<file path="src/rtl/ipc_pkg.sv">
// ipc_pkg: shared constants, types and the palette rom of the iteration palette colorizer
// no dependencies; used by the interfaces, ipc_blend and iteration_palette_colorizer
package ipc_pkg;

  localparam int LIM_W              = 16;
  localparam int CHAN_W             = 8;
  localparam int PALETTE_ENTRIES    = 16;
  localparam int IDX_W              = $clog2(PALETTE_ENTRIES);
  localparam int COUNT_BITS_DEF     = 16;
  localparam int PALETTE_CYCLES_DEF = 6;
  localparam int FRACTION_BITS_DEF  = 8;

  localparam logic [LIM_W-1:0] LIM_RESET = LIM_W'(256);

  // [2] red, [1] green, [0] blue
  typedef logic [2:0][CHAN_W-1:0] rgb_t;

  // control group between the phase pipeline and the blend stages
  typedef struct packed {
    logic valid;
    logic in_set;
  } phase_ctl_t;

  function automatic rgb_t palette_color(input logic [IDX_W-1:0] idx);
    rgb_t c;
    case (idx)
      4'd0:    c = {8'd0,   8'd7,   8'd100};
      4'd1:    c = {8'd12,  8'd44,  8'd138};
      4'd2:    c = {8'd24,  8'd82,  8'd177};
      4'd3:    c = {8'd57,  8'd125, 8'd209};
      4'd4:    c = {8'd134, 8'd181, 8'd229};
      4'd5:    c = {8'd211, 8'd236, 8'd248};
      4'd6:    c = {8'd241, 8'd250, 8'd255};
      4'd7:    c = {8'd255, 8'd255, 8'd255};
      4'd8:    c = {8'd255, 8'd238, 8'd170};
      4'd9:    c = {8'd255, 8'd215, 8'd85};
      4'd10:   c = {8'd255, 8'd170, 8'd0};
      4'd11:   c = {8'd230, 8'd135, 8'd0};
      4'd12:   c = {8'd190, 8'd95,  8'd0};
      4'd13:   c = {8'd140, 8'd70,  8'd0};
      4'd14:   c = {8'd90,  8'd40,  8'd0};
      4'd15:   c = {8'd0,   8'd7,   8'd100};
      default: c = '0;
    endcase
    return c;
  endfunction

endpackage

</file>
<file path="src/rtl/ipc_if.sv">
// ipc_if: valid/ready channel interfaces for pixel counts, colors and the limit register
// depends on ipc_pkg
interface ipc_in_if #(
  parameter int COUNT_BITS = ipc_pkg::COUNT_BITS_DEF
);
  logic                  valid;
  logic                  ready;
  logic [COUNT_BITS-1:0] iteration_count;

  modport source (output valid, output iteration_count, input ready);
  modport sink   (input valid, input iteration_count, output ready);
endinterface

interface ipc_out_if;
  logic                        valid;
  logic                        ready;
  logic [ipc_pkg::CHAN_W-1:0]  red;
  logic [ipc_pkg::CHAN_W-1:0]  green;
  logic [ipc_pkg::CHAN_W-1:0]  blue;
  logic                        inside_set;

  modport source (output valid, output red, output green, output blue, output inside_set,
                  input ready);
  modport sink   (input valid, input red, input green, input blue, input inside_set,
                  output ready);
endinterface

interface ipc_cfg_if;
  logic                       valid;
  logic                       ready;
  logic [ipc_pkg::LIM_W-1:0]  max_iterations;

  modport source (output valid, output max_iterations, input ready);
  modport sink   (input valid, input max_iterations, output ready);
endinterface

</file>
<file path="src/rtl/ipc_blend.sv">
// ipc_blend: palette rom lookup stage and linear blend output stage
// depends on ipc_pkg and ipc_out_if
module ipc_blend #(
  parameter int FRACTION_BITS = ipc_pkg::FRACTION_BITS_DEF
) (
  input  logic                          clk,
  input  logic                          rst,
  input  ipc_pkg::phase_ctl_t           ctl,
  output logic                          in_ready,
  input  logic [ipc_pkg::IDX_W-1:0]     left,
  input  logic [FRACTION_BITS-1:0]      frac,
  ipc_out_if.source                     color
);

  localparam int IDX_W  = ipc_pkg::IDX_W;
  localparam int CHAN_W = ipc_pkg::CHAN_W;
  localparam int WF_W   = FRACTION_BITS + 1;
  localparam int PW     = CHAN_W + FRACTION_BITS + 1;
  localparam int unsigned ONE = 1 << FRACTION_BITS;

  // lookup stage
  logic                     v0;
  logic                     inside0;
  ipc_pkg::rgb_t            cl;
  ipc_pkg::rgb_t            cr;
  logic [FRACTION_BITS-1:0] f0;

  // output stage
  logic                     v1;
  logic                     inside1;
  ipc_pkg::rgb_t            rgb1;
  ipc_pkg::rgb_t            rgb_next;

  logic mv0, mv1;
  logic [WF_W-1:0] wl;

  assign mv1      = !v1 || color.ready;
  assign mv0      = !v0 || mv1;
  assign in_ready = mv0;

  always_ff @(posedge clk) begin
    if (rst) begin
      v0 <= 1'b0;
      v1 <= 1'b0;
    end else begin
      if (mv0) v0 <= ctl.valid;
      if (mv1) v1 <= v0;
    end
  end

  always_ff @(posedge clk) begin
    if (mv0) begin
      inside0 <= ctl.in_set;
      cl      <= ipc_pkg::palette_color(left);
      cr      <= ipc_pkg::palette_color(left + IDX_W'(1));
      f0      <= frac;
    end
    if (mv1) begin
      inside1 <= inside0;
      rgb1    <= rgb_next;
    end
  end

  assign wl = WF_W'(ONE) - WF_W'(f0);

  always_comb begin
    logic [PW-1:0] acc;
    rgb_next = '0;
    for (int ch = 0; ch < 3; ch++) begin
      acc = PW'(cl[ch]) * PW'(wl) + PW'(cr[ch]) * PW'(f0);
      rgb_next[ch] = inside0 ? '0 : acc[FRACTION_BITS +: CHAN_W];
    end
  end

  assign color.valid      = v1;
  assign color.red        = rgb1[2];
  assign color.green      = rgb1[1];
  assign color.blue       = rgb1[0];
  assign color.inside_set = inside1;

  a_inside_black: assert property (@(posedge clk) disable iff (rst)
    color.valid && color.inside_set |-> color.red == '0 && color.green == '0
                                        && color.blue == '0)
    else $error("pixel inside the set is not black");

  a_stall_full: assert property (@(posedge clk) disable iff (rst)
    !in_ready |-> v0 && v1 && !color.ready)
    else $error("blend stages refuse a word while not full");

endmodule

</file>
<file path="src/rtl/iteration_palette_colorizer.sv">
// iteration_palette_colorizer: top level, limit register and the phase division pipeline
// depends on ipc_pkg, ipc_if and ipc_blend
//
// Usage: one escape-iteration count per word enters on the pixel channel and one
// color word (red, green, blue, inside_set) leaves on the color channel, in order.
// A count at or above max_iterations gives black with inside_set high.
// The limit is written through the cfg channel, which is always ready; write it
// only while no pixel is in flight. Reset sets the limit to 256 and empties the
// pipeline; no clearing pass is needed.
// Throughput: one pixel per cycle while the receiver keeps color.ready high. The path
// holds 4 + clog2(PALETTE_CYCLES) + clog2(15) + FRACTION_BITS register stages, 19 with
// the default parameters. An input stage forms count * PALETTE_CYCLES, then each
// stage does one restoring compare-subtract step against the limit for the phase
// remainder, a stage scales it by 15, more such steps give the palette index bits
// and then the fraction bits, followed by a rom stage and a blend stage.
// When the receiver stalls, every stage holding a word keeps it and bubbles
// close up, so pixel.ready only drops once all stages are full.
module iteration_palette_colorizer #(
  parameter int COUNT_BITS     = ipc_pkg::COUNT_BITS_DEF,
  parameter int PALETTE_CYCLES = ipc_pkg::PALETTE_CYCLES_DEF,
  parameter int FRACTION_BITS  = ipc_pkg::FRACTION_BITS_DEF
) (
  input  logic      clk,
  input  logic      rst,
  ipc_in_if.sink    pixel,
  ipc_out_if.source color,
  ipc_cfg_if.sink   cfg
);

  localparam int LIM_W  = ipc_pkg::LIM_W;
  localparam int IDX_W  = ipc_pkg::IDX_W;
  localparam int CMP_W  = (COUNT_BITS > LIM_W) ? COUNT_BITS : LIM_W;
  localparam int CYC_QB = $clog2(PALETTE_CYCLES);
  localparam int LQB    = $clog2(ipc_pkg::PALETTE_ENTRIES - 1);
  localparam int EXT0   = (CYC_QB > LQB) ? CYC_QB : LQB;
  localparam int EXT    = (EXT0 > 1) ? EXT0 : 1;
  localparam int AW     = LIM_W + EXT;
  localparam int MUL_K  = CYC_QB + 1;
  localparam int LQ_END = MUL_K + LQB;
  localparam int NS     = LQ_END + FRACTION_BITS;

  typedef struct packed {
    logic                     in_set;
    logic [AW-1:0]            acc;
    logic [IDX_W-1:0]         left;
    logic [FRACTION_BITS-1:0] frac;
  } rec_t;

  logic [LIM_W-1:0] lim;

  wire rec_t      rec [0:NS];
  wire [NS:0]     v;
  wire [NS+1:0]   mv;
  logic           blend_ready;
  ipc_pkg::phase_ctl_t ctl;

  assign cfg.ready = 1'b1;

  always_ff @(posedge clk) begin
    if (rst) begin
      lim <= ipc_pkg::LIM_RESET;
    end else if (cfg.valid && cfg.ready) begin
      lim <= cfg.max_iterations;
    end
  end

  assign mv[NS+1]   = blend_ready;
  assign pixel.ready = mv[0];

  for (genvar k = 0; k <= NS; k++) begin : stg
    rec_t nxt;
    rec_t q;
    logic vq;
    logic vin;

    if (k == 0) begin : g_in
      logic [CMP_W-1:0] count_ext;
      assign vin       = pixel.valid;
      assign count_ext = CMP_W'(pixel.iteration_count);
      always_comb begin
        nxt        = '0;
        nxt.in_set = count_ext >= CMP_W'(lim);
        // phase numerator, only meaningful below the limit
        nxt.acc    = AW'(count_ext[LIM_W-1:0]) * AW'(PALETTE_CYCLES);
      end
    end else if (k < MUL_K) begin : g_mod
      localparam int J = MUL_K - 1 - k;
      logic [AW-1:0] lim_sh;
      assign vin    = v[k-1];
      assign lim_sh = AW'(lim) << J;
      always_comb begin
        nxt = rec[k-1];
        if (rec[k-1].acc >= lim_sh) nxt.acc = rec[k-1].acc - lim_sh;
      end
    end else if (k == MUL_K) begin : g_mul
      assign vin = v[k-1];
      always_comb begin
        nxt     = rec[k-1];
        nxt.acc = rec[k-1].acc * AW'(ipc_pkg::PALETTE_ENTRIES - 1);
      end
    end else if (k <= LQ_END) begin : g_idx
      localparam int J = LQ_END - k;
      logic [AW-1:0] lim_sh;
      assign vin    = v[k-1];
      assign lim_sh = AW'(lim) << J;
      always_comb begin
        nxt = rec[k-1];
        if (rec[k-1].acc >= lim_sh) begin
          nxt.acc     = rec[k-1].acc - lim_sh;
          nxt.left[J] = 1'b1;
        end
      end
    end else begin : g_frac
      logic [AW-1:0] t;
      assign vin = v[k-1];
      assign t   = rec[k-1].acc << 1;
      always_comb begin
        nxt = rec[k-1];
        if (t >= AW'(lim)) begin
          nxt.acc  = t - AW'(lim);
          nxt.frac = {rec[k-1].frac[FRACTION_BITS-2:0], 1'b1};
        end else begin
          nxt.acc  = t;
          nxt.frac = {rec[k-1].frac[FRACTION_BITS-2:0], 1'b0};
        end
      end
    end

    always_ff @(posedge clk) begin
      if (rst) begin
        vq <= 1'b0;
      end else if (mv[k]) begin
        vq <= vin;
      end
    end

    always_ff @(posedge clk) begin
      if (mv[k]) q <= nxt;
    end

    assign v[k]   = vq;
    assign rec[k] = q;
    // a stage loads when empty or when its word moves on
    assign mv[k]  = !vq || mv[k+1];
  end

  assign ctl.valid  = v[NS];
  assign ctl.in_set = rec[NS].in_set;

  ipc_blend #(
    .FRACTION_BITS(FRACTION_BITS)
  ) u_blend (
    .clk     (clk),
    .rst     (rst),
    .ctl     (ctl),
    .in_ready(blend_ready),
    .left    (rec[NS].left),
    .frac    (rec[NS].frac),
    .color   (color)
  );

  a_ready_full: assert property (@(posedge clk) disable iff (rst)
    !pixel.ready |-> &v)
    else $error("pixel refused while the phase pipeline has a bubble");

  a_tail_hold: assert property (@(posedge clk) disable iff (rst)
    v[NS] && !blend_ready |=> v[NS] && $stable(rec[NS]))
    else $error("stalled phase word lost or changed");

  a_first_hold: assert property (@(posedge clk) disable iff (rst)
    v[0] && !mv[1] |=> v[0] && $stable(rec[0]))
    else $error("stalled input stage word lost or changed");

endmodule
</file>
<file path="src/flat_wrapper.sv">
// flat-port wrapper written by rule: the top's interface ports become plain ports
module iteration_palette_colorizer_flat 
#(
  parameter int COUNT_BITS     = ipc_pkg::COUNT_BITS_DEF,
  parameter int PALETTE_CYCLES = ipc_pkg::PALETTE_CYCLES_DEF,
  parameter int FRACTION_BITS  = ipc_pkg::FRACTION_BITS_DEF
)
  (clk, rst, pixel_valid, pixel_iteration_count, pixel_ready, color_valid, color_red, color_green, color_blue, color_inside_set, color_ready, cfg_valid, cfg_max_iterations, cfg_ready);
  ipc_in_if #(.COUNT_BITS(COUNT_BITS)) pixel_i ();
  ipc_out_if color_i ();
  ipc_cfg_if cfg_i ();
  input  logic clk;
  input  logic rst;
  input wire logic [$bits(pixel_i.valid)-1:0] pixel_valid;
  input wire logic [$bits(pixel_i.iteration_count)-1:0] pixel_iteration_count;
  output wire logic [$bits(pixel_i.ready)-1:0] pixel_ready;
  output wire logic [$bits(color_i.valid)-1:0] color_valid;
  output wire logic [$bits(color_i.red)-1:0] color_red;
  output wire logic [$bits(color_i.green)-1:0] color_green;
  output wire logic [$bits(color_i.blue)-1:0] color_blue;
  output wire logic [$bits(color_i.inside_set)-1:0] color_inside_set;
  input wire logic [$bits(color_i.ready)-1:0] color_ready;
  input wire logic [$bits(cfg_i.valid)-1:0] cfg_valid;
  input wire logic [$bits(cfg_i.max_iterations)-1:0] cfg_max_iterations;
  output wire logic [$bits(cfg_i.ready)-1:0] cfg_ready;
  assign pixel_i.valid = pixel_valid;
  assign pixel_i.iteration_count = pixel_iteration_count;
  assign pixel_ready = pixel_i.ready;
  assign color_valid = color_i.valid;
  assign color_red = color_i.red;
  assign color_green = color_i.green;
  assign color_blue = color_i.blue;
  assign color_inside_set = color_i.inside_set;
  assign color_i.ready = color_ready;
  assign cfg_i.valid = cfg_valid;
  assign cfg_i.max_iterations = cfg_max_iterations;
  assign cfg_ready = cfg_i.ready;
  iteration_palette_colorizer #(.COUNT_BITS(COUNT_BITS), .PALETTE_CYCLES(PALETTE_CYCLES), .FRACTION_BITS(FRACTION_BITS)) u_core (.clk(clk), .rst(rst), .pixel(pixel_i), .color(color_i), .cfg(cfg_i));
endmodule
</file>
<file path="config.mk">
export PLATFORM = sky130hd
export DESIGN_NAME = iteration_palette_colorizer_flat
export DESIGN_NICKNAME = d
export VERILOG_FILES = /design/src/rtl/ipc_pkg.sv /design/src/rtl/ipc_if.sv /design/src/rtl/ipc_blend.sv /design/src/rtl/iteration_palette_colorizer.sv /design/src/flat_wrapper.sv
export SDC_FILE = /design/constraint.sdc
export NUM_CORES = 2
export LEC_CHECK = 0
export BUFFER_PORTS_ARGS = -buffer_cell sky130_fd_sc_hd__buf_4
export CAP_MARGIN = 20
export CORE_AREA = 10 10 371 229
export DETAILED_ROUTE_END_ITERATION = 10
export DIE_AREA = 0 0 381 239
export PLACE_DENSITY_LB_ADDON = 0.05
export SYNTH_ARGS = -nofsm -noshare
export SYNTH_HDL_FRONTEND = slang
export SYNTH_SLANG_ARGS = --single-unit
</file>
<file path="constraint.sdc">
create_clock -name clk -period 6.9 [get_ports clk]
set_input_delay 0.345 -clock clk [delete_from_list [all_inputs] [get_ports clk]]
set_output_delay 0.345 -clock clk [all_outputs]
set_load 0.02 [all_outputs]
</file>
==> metrics.csv <==
metric;value;unit
status;complete, no violations;
setup_viol;0;
routedWlPerCell;20.9;um
period_share;99.6;%
slew_headroom;23.8;%
synth_top_area_share;31.9;%
synth_compound_area_share;11.1;%
synth-xor-area-share;5.22;%
crit_type;register to register;
synth-warning-count;0;
row_count;80;
die_x;381;um
ant_nets;0;
synthesis.nets;5381;
hold_ws;0.0679;ns
cts_buffer_depth;3;
synth-simple-area-share;14.1;%
htreeDepth;2;
hpwlAfterDp;91700;um
syn_area;45700;sq um
synth_seq_cells;520;
r2r_cells;25;
drv_cap;0;
num_vias;33189;
drtIter0Drc;3708;
clk_latency;0.64;ns
worst_slew_pin_slew;1.14;ns
path_max_fanout;11;
synth_cell_type_count;78;
grt_pass1_vias;31372;
start_util;58.2;%
grt_pass1_wl;185000;um
grt_max_degree;58;
synth.mux.area_fraction;2.20;%
fin_cells;5751;
synth_area_leaders;edfxtp_1, fa_1, ha_1, inv_1, and2_1;
viasPerCell;5.77;
synthAdderAreaFrac;28.5;%
gp_congestion;0.949;
port-buffer-count;63;
synth_edf_count;485;
drc;0;
die-area;91100;sq um
seq_area_frac_synth;33.4;%
cts_made_buffers;52;
grt_usage;26.1;%
synth_most_common_cell;inv_1;
io_pins;65;
dr.pass1.iters;6;
arrival;7.24;ns
die_h;239;um
regToRegStartpoint;u_core.u_blend.f0[1]$_DFFE_PP_;
end_kind;register;
avgSynthCellArea;10.1;sq um
placed_cells;5619;
grt-ovfl-total;0;
reg2reg_slack;0.03;ns
area_growth;10.0;%
cts_tree;done;
synthFlopType;edfxtp_1;
antenna_cells;0;
cp-start-kind;register;
nets;5511;
async_flop_share;0;%
rsz0062_at_grt;true;
hold_class;primary input to register;
max_freq;145;MHz
core_area;78500;sq um
n_fill_cell;6448;
hold_viol_final;0;
clock_skew;0.0290;ns
drive_gt1_share;8.56;%
yosys.area.top_type;edfxtp_1;
hold_path_depth;2;
synth_common_cells;inv_1, edfxtp_1, ha_1, nand2_1, fa_1;
min_period;6.87;ns
antenna_found_initial;0;
synth_top_family_by_area;adder cells;
synthCells;4512;
cts.sinks;520;
crit_required;7.27;ns
ctsRootBufferMaster;clkbuf_16;
slew_violations;0;
wirelength;120000;um
cts.clk_slew.worst_paths;0.07;ns
startpoint;u_core.u_blend.f0[1]$_DFFE_PP_;
worstSetupEndpoint;u_core.u_blend.color.blue[7]$_SDFFCE_PP0P_;
r2r_end;u_core.u_blend.color.blue[7]$_SDFFCE_PP0P_;
flip-flops by register name, indices dropped and copies added, names as in the netlist, 8 cells and up:
name                        cells
u_core.u_blend.color.green      8
u_core.u_blend.cr              24
u_core.u_blend.f0               8
u_core.u_blend.cl              24
u_core.u_blend.color.blue       8
u_core.u_blend.color.red        8
u_core.rec                    402
u_core.stg.vq                  16
u_core.lim                     16
critical path, cell delays in order, from the launching register on:
cell and delay, ns:
edfxtp_1 0.42, inv_2 0.12, ha_4 0.15, nand2_2 0.05
or3_4 0.37, xor2_4 0.18, buf_6 0.16, buf_6 0.17
nand2_1 0.09, fa_1 0.51, fa_1 0.55, inv_1 0.05
fa_1 0.48, fa_1 0.50, fa_1 0.49, inv_1 0.05
fa_1 0.48, inv_1 0.04, ha_1 0.31, a31oi_1 0.15
o21ai_1 0.11, a41o_1 0.28, or4_4 0.52, a31oi_4 0.19
xnor2_1 0.14, nor2_1 0.06
metal layers:
layer / vias to the layer above / wire length [um] / GRT usage [%] / share of wire (%)
li1: 15790 / - / - / -
met1: 15850 / 61800 / 44.2 / 51
met2: 1447 / 41600 / 30.7 / 35
met3: 102 / 15100 / 8.83 / 13
met4: 0 / 1480 / 4.05 / 1.2
met5: - / 0 / 0 / 0
cell usage in the layout, fill, tap and decap left out, types with 56 or more instances in the layout:
cell,count
nor3_1,70
inv_1,533
nand2_1,360
buf_4,163
and2_1,257
o21ai_0,212
nor2_1,312
xor2_1,109
xnor2_1,157
a21oi_1,284
a21o_1,73
nand2b_1,56
edfxtp_1,485
mux2_2,66
fa_1,347
ha_1,478
area by class of cell:
class | instances | area [sq um] | area share (%)
tap | 1066 | 1330 | 2.65
clock buffer | 65 | 1450 | 2.89
multi-input combinational | 3330 | 28200 | 56.1
clock inverter | 32 | 269 | 0.535
inverter | 540 | 2030 | 4.03
sequential | 520 | 15300 | 30.4
timing repair buffer | 198 | 1690 | 3.36
stage by stage:
step / setup WS, ns / cell area [sq um] / TNS (ns) / utilization, %
finish: 0.0257 / 50200 / 0 / 64.0
global route: -0.150 / 50200 / -0.430 / 64.0
CTS: 0.00408 / 49900 / 0 / 63.6
global placement: -0.179 / 47800 / -0.395 / 60.9
detailed placement: -0.232 / 47900 / -0.769 / 61.0
floorplan: -0.0102 / 45700 / -0.0102 / -
cells by family after synthesis:
logic type,after synthesis
adders and majority gates,832
other,1
buffers and inverters,662
DFF,520
muxes,91
AOI/OAI and AO/OA,824
and+or+nand+nor,1310
xor gates and xnor gates,272
worst min-delay path by stage:
stage	start	end
2_1_floorplan	u_core.rec[65]$_DFFE_PP_	u_core.ctl[0]$_DFFE_PP_
3_3_place_gp	u_core.rec[67]$_DFFE_PP_	u_core.rec[35]$_DFFE_PP_
3_5_place_dp	u_core.rec[133]$_DFFE_PP_	u_core.rec[101]$_DFFE_PP_
4_1_cts	pixel_iteration_count[1]	u_core.rec[542]$_DFFE_PP_
5_1_grt	pixel_iteration_count[1]	u_core.rec[542]$_DFFE_PP_
6_report	pixel_iteration_count[1]	u_core.rec[542]$_DFFE_PP_
repair_timing:
item	in CTS	in global routing
pin swaps	25	52
hold buffers	18	0
setup endpoints to repair	7	11
endpoints found under the hold margin	18	0
setup buffers	5	10
gates resized for setup	23	36
Power is left out: the tool's default activity adds up to more than one toggle a clock period on the data nets, which glitch-free logic cannot reach.
